$ cat config.mk
export PLATFORM = sky130hd
export DESIGN_NAME = task_state_count_sampler
export DESIGN_NICKNAME = d
export VERILOG_FILES = /design/src/rtl/tscs_pkg.sv /design/src/rtl/task_state_count_sampler.sv
export SDC_FILE = /design/constraint.sdc
export NUM_CORES = 2
export LEC_CHECK = 0
export BUFFER_PORTS_ARGS = -buffer_cell sky130_fd_sc_hd__clkbuf_2
export CAP_MARGIN = 20
export CELL_PAD_IN_SITES_DETAIL_PLACEMENT = 0
export CELL_PAD_IN_SITES_GLOBAL_PLACEMENT = 2
export CORE_ASPECT_RATIO = 1.5
export CORE_UTILIZATION = 44
export CTS_BUF_LIST = sky130_fd_sc_hd__clkbuf_2
export CTS_CLUSTER_DIAMETER = 200
export DETAILED_ROUTE_END_ITERATION = 7
export GPL_TIMING_DRIVEN = 0
export PLACE_DENSITY = 0.94
export SYNTH_ARGS = -nofsm -noshare
export SYNTH_HDL_FRONTEND = slang
export SYNTH_SLANG_ARGS = --single-unit
$ cat constraint.sdc
create_clock -name aclk -period 36.8 [get_ports aclk]
set_input_delay 1.84 -clock aclk [delete_from_list [all_inputs] [get_ports aclk]]
set_output_delay 1.84 -clock aclk [all_outputs]
set_load 0.03 [all_outputs]
$ cat src/rtl/tscs_pkg.sv
`default_nettype none

package tscs_pkg;

    localparam int TIME_W   = 48;
    localparam int CNT_W    = 32;
    localparam int CAP_W    = 17;
    localparam int IDX_W    = 16;
    localparam int PROD_W   = TIME_W + CAP_W;
    localparam int NUM_ST   = 5;
    localparam int ST_W     = 3;
    localparam int CFG_IDX_W = 1;

    localparam logic [CAP_W-1:0] MAX_SAMPLES = CAP_W'(65536);
    localparam logic [CAP_W-1:0] CAP_RESET   = CAP_W'(1024);

    typedef enum logic [1:0] {
        OP_READY = 2'd0,
        OP_START = 2'd1,
        OP_END   = 2'd2
    } op_t;

    typedef enum logic [1:0] {
        EDGE_CONT   = 2'd0,
        EDGE_CREATE = 2'd1,
        EDGE_END    = 2'd2
    } edge_kind_t;

    typedef enum logic [1:0] {
        LAST_CREATE = 2'd0,
        LAST_WAIT   = 2'd1,
        LAST_END    = 2'd2
    } last_kind_t;

    typedef enum logic [ST_W-1:0] {
        ST_RUNNING     = 3'd0,
        ST_ENDED       = 3'd1,
        ST_CREATED     = 3'd2,
        ST_CREATE_CONT = 3'd3,
        ST_WAIT_CONT   = 3'd4
    } st_t;

    typedef enum logic [CFG_IDX_W-1:0] {
        CFG_END_TIME = 1'd0,
        CFG_CAPACITY = 1'd1
    } cfg_idx_t;

    typedef logic signed [CNT_W-1:0] cnt_t;

    // task class for ready/start events; anything unexpected counts as created
    function automatic st_t classify(input logic has_pred, input logic [1:0] pred_edge,
                                     input logic [1:0] last_kind);
        st_t k;
        k = ST_CREATED;
        if (has_pred) begin
            case (pred_edge)
                EDGE_CONT: begin
                    case (last_kind)
                        LAST_CREATE: k = ST_CREATE_CONT;
                        LAST_WAIT:   k = ST_WAIT_CONT;
                        default:     k = ST_CREATED;
                    endcase
                end
                EDGE_END: k = ST_ENDED;
                default:  k = ST_CREATED;
            endcase
        end
        return k;
    endfunction

endpackage

`default_nettype wire

$ cat src/rtl/task_state_count_sampler.sv
`default_nettype none

// Task state counter with time-based sampling.
// Input channel (s_*): one scheduling event per item (ready, start or end) with
// its predecessor info and a nondecreasing timestamp. Each item yields exactly
// one result item on m_*: the five task-state counters after the update, plus
// whether a sample slot was taken (recorded, with slot index and time) or a due
// sample was dropped because all slots are used (overflow).
// Configuration (cfg_*): index 0 end_time, index 1 capacity; always ready. The user
// is to write it only while no item is in flight; the block does not enforce it.
// Path: the accepting edge loads the input register, a later edge the result
// register, which raises m_valid. Throughput: one item per cycle while the receiver
// does not stall; the counter update and the 48x17 multiply-compare of the sample
// check both sit in the single stage between the two registers.
// Reset (aresetn low, synchronous): counters, sample count and last sample
// time clear, end_time clears, capacity returns to 1024, both stages empty.
// Receiver stall: the result register holds; one more item is taken into the
// input register, then s_ready drops until m_ready returns.
module task_state_count_sampler (
    input  wire                           aclk,
    input  wire                           aresetn,
    input  wire                           s_valid,
    output logic                          s_ready,
    input  wire  [1:0]                    s_op,
    input  wire                           s_has_pred,
    input  wire  [1:0]                    s_edge_kind,
    input  wire  [1:0]                    s_pred_last_kind,
    input  wire  [tscs_pkg::TIME_W-1:0]   s_event_time,
    output logic                          m_valid,
    input  wire                           m_ready,
    output logic                          m_recorded,
    output logic                          m_overflow,
    output logic [tscs_pkg::IDX_W-1:0]    m_sample_index,
    output logic [tscs_pkg::TIME_W-1:0]   m_sample_time,
    output logic signed [tscs_pkg::CNT_W-1:0] m_running_count,
    output logic signed [tscs_pkg::CNT_W-1:0] m_ended_count,
    output logic signed [tscs_pkg::CNT_W-1:0] m_created_count,
    output logic signed [tscs_pkg::CNT_W-1:0] m_create_cont_count,
    output logic signed [tscs_pkg::CNT_W-1:0] m_wait_cont_count,
    input  wire                           cfg_valid,
    output logic                          cfg_ready,
    input  wire  [tscs_pkg::CFG_IDX_W-1:0] cfg_index,
    input  wire  [tscs_pkg::TIME_W-1:0]   cfg_data
);
    import tscs_pkg::*;

    // configuration
    logic [TIME_W-1:0] end_time_reg;
    logic [CAP_W-1:0]  capacity_reg;

    // input stage
    logic              in_valid_reg;
    logic [1:0]        in_op_reg;
    logic              in_has_pred_reg;
    logic [1:0]        in_edge_kind_reg;
    logic [1:0]        in_last_kind_reg;
    logic [TIME_W-1:0] in_time_reg;

    // sampler state
    cnt_t              cnt_reg  [NUM_ST];
    cnt_t              cnt_next [NUM_ST];
    logic [CAP_W-1:0]  sample_count_reg;
    logic [CAP_W-1:0]  sample_count_next;
    logic [TIME_W-1:0] last_time_reg;
    logic [TIME_W-1:0] last_time_next;

    // result stage
    logic              out_valid_reg;
    logic              out_recorded_reg;
    logic              out_overflow_reg;
    logic [IDX_W-1:0]  out_index_reg;
    logic [TIME_W-1:0] out_time_reg;
    cnt_t              out_cnt_reg [NUM_ST];

    logic              advance;
    st_t               k;
    logic [CAP_W-1:0]  cap_eff;
    logic [CAP_W-1:0]  left;
    logic [TIME_W-1:0] delta;
    logic [TIME_W-1:0] need;
    logic [PROD_W-1:0] prod;
    logic              due;
    logic              take;

    assign advance   = in_valid_reg && (!out_valid_reg || m_ready);
    assign s_ready   = !in_valid_reg || advance;
    assign cfg_ready = 1'b1;

    always_comb begin
        k = classify(in_has_pred_reg, in_edge_kind_reg, in_last_kind_reg);
        for (int i = 0; i < NUM_ST; i++) begin
            cnt_next[i] = cnt_reg[i];
        end
        case (in_op_reg)
            OP_READY: begin
                cnt_next[k] = cnt_reg[k] + cnt_t'(1);
            end
            OP_START: begin
                cnt_next[k]          = cnt_reg[k] - cnt_t'(1);
                cnt_next[ST_RUNNING] = cnt_reg[ST_RUNNING] + cnt_t'(1);
            end
            OP_END: begin
                cnt_next[ST_RUNNING] = cnt_reg[ST_RUNNING] - cnt_t'(1);
            end
            default: begin
            end
        endcase

        cap_eff = (capacity_reg > MAX_SAMPLES) ? MAX_SAMPLES : capacity_reg;
        left    = (sample_count_reg < cap_eff) ? cap_eff - sample_count_reg : '0;
        delta   = (in_time_reg > last_time_reg) ? in_time_reg - last_time_reg : '0;
        need    = end_time_reg - last_time_reg;
        // delta >= ceil(need / left)  <=>  delta * left >= need
        prod    = PROD_W'(delta) * PROD_W'(left);
        due     = (end_time_reg <= last_time_reg) ||
                  ((left != '0) && (prod >= PROD_W'(need)));
        take    = due && (left != '0);

        sample_count_next = take ? sample_count_reg + CAP_W'(1) : sample_count_reg;
        last_time_next    = take ? in_time_reg : last_time_reg;
    end

    always_ff @(posedge aclk) begin
        if (!aresetn) begin
            end_time_reg <= '0;
            capacity_reg <= CAP_RESET;
        end else if (cfg_valid && cfg_ready) begin
            case (cfg_idx_t'(cfg_index))
                CFG_END_TIME: end_time_reg <= cfg_data;
                CFG_CAPACITY: capacity_reg <= cfg_data[CAP_W-1:0];
                default: begin
                end
            endcase
        end
    end

    always_ff @(posedge aclk) begin
        if (!aresetn) begin
            in_valid_reg <= 1'b0;
        end else if (s_ready) begin
            in_valid_reg <= s_valid;
        end
        if (s_valid && s_ready) begin
            in_op_reg        <= s_op;
            in_has_pred_reg  <= s_has_pred;
            in_edge_kind_reg <= s_edge_kind;
            in_last_kind_reg <= s_pred_last_kind;
            in_time_reg      <= s_event_time;
        end
    end

    always_ff @(posedge aclk) begin
        if (!aresetn) begin
            for (int i = 0; i < NUM_ST; i++) begin
                cnt_reg[i] <= '0;
            end
            sample_count_reg <= '0;
            last_time_reg    <= '0;
            out_valid_reg    <= 1'b0;
        end else begin
            if (advance) begin
                for (int i = 0; i < NUM_ST; i++) begin
                    cnt_reg[i] <= cnt_next[i];
                end
                sample_count_reg <= sample_count_next;
                last_time_reg    <= last_time_next;
                out_valid_reg    <= 1'b1;
            end else if (m_ready) begin
                out_valid_reg <= 1'b0;
            end
        end
        if (advance) begin
            for (int i = 0; i < NUM_ST; i++) begin
                out_cnt_reg[i] <= cnt_next[i];
            end
            out_recorded_reg <= take;
            out_overflow_reg <= due && !take;
            out_index_reg    <= take ? sample_count_reg[IDX_W-1:0] : '0;
            out_time_reg     <= take ? in_time_reg : '0;
        end
    end

    assign m_valid             = out_valid_reg;
    assign m_recorded          = out_recorded_reg;
    assign m_overflow          = out_overflow_reg;
    assign m_sample_index      = out_index_reg;
    assign m_sample_time       = out_time_reg;
    assign m_running_count     = out_cnt_reg[ST_RUNNING];
    assign m_ended_count       = out_cnt_reg[ST_ENDED];
    assign m_created_count     = out_cnt_reg[ST_CREATED];
    assign m_create_cont_count = out_cnt_reg[ST_CREATE_CONT];
    assign m_wait_cont_count   = out_cnt_reg[ST_WAIT_CONT];

    a_count_bound: assert property (@(posedge aclk) disable iff (!aresetn)
        sample_count_reg <= MAX_SAMPLES)
        else $error("sample count beyond maximum");

    a_rec_xor_ovf: assert property (@(posedge aclk) disable iff (!aresetn)
        m_valid |-> !(m_recorded && m_overflow))
        else $error("recorded and overflow both set");

    a_rec_state: assert property (@(posedge aclk) disable iff (!aresetn)
        (m_valid && m_recorded) |->
            (last_time_reg == m_sample_time) &&
            (sample_count_reg[IDX_W-1:0] == m_sample_index + IDX_W'(1)))
        else $error("shown sample disagrees with sampler state");

    a_no_sample_zero: assert property (@(posedge aclk) disable iff (!aresetn)
        (m_valid && !m_recorded) |-> (m_sample_time == '0) && (m_sample_index == '0))
        else $error("sample fields nonzero without a sample");

    a_stall_cause: assert property (@(posedge aclk) disable iff (!aresetn)
        !s_ready |-> (in_valid_reg && out_valid_reg && !m_ready))
        else $error("input stalled without a full pipe");

endmodule

`default_nettype wire

==> impl_results.md <==
* Status: complete, no violations
* PD cells at 81.73 nW/um^2
* Req. time, crit path at 38.06 ns
* TritonCTS Buffers at 143
* R2R setup slack at 18.31 ns
* Synth area leaders: fa_1, edfxtp_1, ha_1, nand2_1, inv_1
* Post-synth cell types at 99
* H-tree levels at 4
* GRT overflow at 0
* IO Port Bufs at 336
* CTS resizes at 0
* Vias at 48920
* Drc violations at 0
* R2r worst-path depth at 47
* Final Cell Area at 64400 um^2
* Core Rows at 163
* Pleak at 28.31 nW
* Clk_lat worst skew at 1.60 ns
* Initial antenna violation count at 2
* CTS sink count at 573
* Share of cells above drive strength 1 at 9.906%
* Worst Setup End Kind: register
* Crit path depth at 47
* Final WS setup at 18.31 ns
* Setup_tns at 0 ns
* I/O pin cnt at 338
* Number of synthesized flops with an enable pin at 441
* Max Cap Violations at 0
* Normalized max-slew margin at 13.19%
* Syn Nets at 7546
* GRT Overall Usage at 31.19%
* CTS Buffer Depth at 3
* # hold bufs at CTS at 0
* # Post-CTS Setup Buffers at 0
* Post-synth top area share at 23.63%
* Min-Delay Path Class: primary input to register
* Layout area overhead at 9.695%
* Fmax at 0.05408 GHz
* Avg Vias per Cell at 5.583
* Syn Area/Cell at 9.165 um^2
* Routed Antenna Nets at 0
* Ys async rst share at 0%
* Pin count of the biggest net entering global routing at 77
* Placed Area at 62980 um^2
* Final period util at 50.24%
* Post-DP HPWL at 171900 um
* Max VDD drop at 0.07377 mV
* Final Max Tran Viols at 0
* Worst Setup EP: m_sample_time[43]
* Seq cells post-synth at 573
* Utilization after layout at 48.81%
* Slowest stage delay, CP at 0.96 ns
* Die area at 134900 um^2
* Setup Skew at 0.1114 ns
* Buf/Inv on CP at 8
* R2R Path End: m_sample_time[43]
* Main synth FF type: edfxtp_1
* Vias in the first global route at 51420
* Mapped Cells at 6406
* Overall die width at 300.3 um
* Worst path slowest cell: o311ai_1
* CP max FO at 10
* Worst slack at placement at 18.72 ns
* Starting Density at 44.49%
* Mapped cell area at 58710 um^2
* Gpl congestion at 1.003
* Cell repeated most along the worst path: fa_1
* Post-synthesis sequential area ratio at 27.06%
* Drt pass-1 iters at 7
* Core footprint at 132000 um^2
* CTS tree: built
* Count leader, synth: nand2_1
* First element of the critical path: capacity_reg[16]
* Wire length of the first global-routing pass at 312100 um
* Cell family with most CP delay: simple AND/OR/NAND/NOR gates
* Startpoint types: register
* Final net count at 8053
* Final hold violation count at 0
* Drt wl/cell at 23.80 um
* Clock transition at the registers of the reported paths at 0.11 ns
* Worst Tran Pin Value at 1.302 ns
* Worst path arrival time at 19.75 ns
* Final setup viols at 0
* Synth area leader: fa_1
* Post-synth top cells: nand2_1, inv_1, fa_1, edfxtp_1, nor2_1
* Die H at 449.4 um
* Initial drt markers at 3331
* Wirelength, routed at 208600 um
* Clock period minus worst slack at 18.49 ns
* Setup CP Type: register to register
* RSZ-0062 raised after global routing: false
* Synthesis Warnings at 0
* Root buffer cell: clkbuf_2
* Reg-to-reg startpoint: capacity_reg[16]
## cells by family after synthesis
| logic type | count (synthesis) | share of synthesized area [%] |
|---|---|---|
| AOI/OAI and AO/OA | 998 | 11.39 |
| xor gates and xnor gates | 229 | 3.416 |
| adders and majority gates | 1031 | 30.83 |
| buffers and inverters | 1232 | 8.026 |
| DFF | 573 | 27.06 |
| muxes | 78 | 1.332 |
| other | 1 | 0.006387 |
| and+or+nand+nor | 2264 | 17.94 |
## worst register-to-register path, delay by kind of cell, from the launching register on
kind / cells / cell delay [ns]
AND/OR/NAND/NOR: 18 / 6.03
flip-flops: 1 / 0.49
adder cells (fa/ha/maj): 9 / 4.18
buffers and inverters: 8 / 2.41
XOR/XNOR: 1 / 0.16
AO/OA/AOI/OAI: 11 / 4.91
## cell usage in the layout, fill, tap and decap left out, types with 14 or more instances in the layout
cell type / count
o21ai_0: 160
clkbuf_1: 278
a31oi_1: 22
o21ai_1: 28
edfxtp_1: 441
dfxtp_1: 132
nor2b_1: 48
o31ai_1: 14
clkinv_1: 39
and2_1: 222
o21a_1: 27
a211oi_1: 21
a22o_1: 101
nand2_1: 1096
fa_1: 693
nor2_1: 352
clkinv_2: 15
mux2i_1: 77
xor2_1: 82
a21boi_0: 15
nor4_1: 21
and3_1: 150
ha_1: 338
xnor2_1: 147
nor3_1: 94
nand3_1: 67
o21bai_1: 45
a21oi_1: 304
o211ai_1: 16
a21o_1: 85
nand4_1: 73
o22ai_1: 19
inv_1: 916
nand2b_1: 34
buf_2: 18
or2_2: 16
clkbuf_2: 527
## per-layer routing
metal | GRT usage, % | share of wire, % | routed length (um) | vias up
met4 | 24.48 | 8.8 | 18430 | 0
met5 | 0 | 0 | 0 | -
met1 | 34.03 | 35 | 73950 | 23930
met2 | 54.52 | 50 | 104300 | 2138
met3 | 3.762 | 5.7 | 11850 | 648
li1 | - | - | - | 22210
## how the worst min path moves through the flow
stage	startpoint	end	slack (ns)	cells after the start
detailed placement	last_time_reg[25]	last_time_reg[25]	0.45	2
global placement	last_time_reg[35]	last_time_reg[35]	0.44	2
global route	s_event_time[34]	in_time_reg[34]	0.39	1
floorplan	last_time_reg[10]	last_time_reg[10]	0.43	2
finish	s_event_time[17]	in_time_reg[17]	0.43	1
CTS	s_event_time[39]	in_time_reg[39]	0.28	1
## where the power goes
group / internal (W) / switching [W]
sequential: 0.000742 / 0.0000210
combinational: 0.00140 / 0.00263
clock: 0.000176 / 0.000288
total: 0.00232 / 0.00294
## cell type report
class / count / area, um^2
inverter: 919 / 3450
clock buffer: 191 / 955.9
tap: 1732 / 2167
clock inverter: 67 / 427.9
multi-input combinational: 4601 / 38150
antenna: 5 / 12.51
buffer: 313 / 1266
timing repair buffer: 362 / 2091
fill: 12840 / 67550
sequential: 573 / 15890
## per-stage QoR
| stage | hold WS, ns | power (W) | instances |
|---|---|---|---|
| floorplan | 0.4347 | 0.003456 | 6406 |
| global placement | 0.4420 | 0.004688 | 8474 |
| detailed placement | 0.4466 | 0.004729 | 8497 |
| CTS | 0.2817 | 0.005240 | 8755 |
| global route | 0.3949 | 0.005727 | 8759 |
| finish | 0.4292 | 0.005263 | 8763 |
Note: power is estimated with default switching activity, not from simulation.
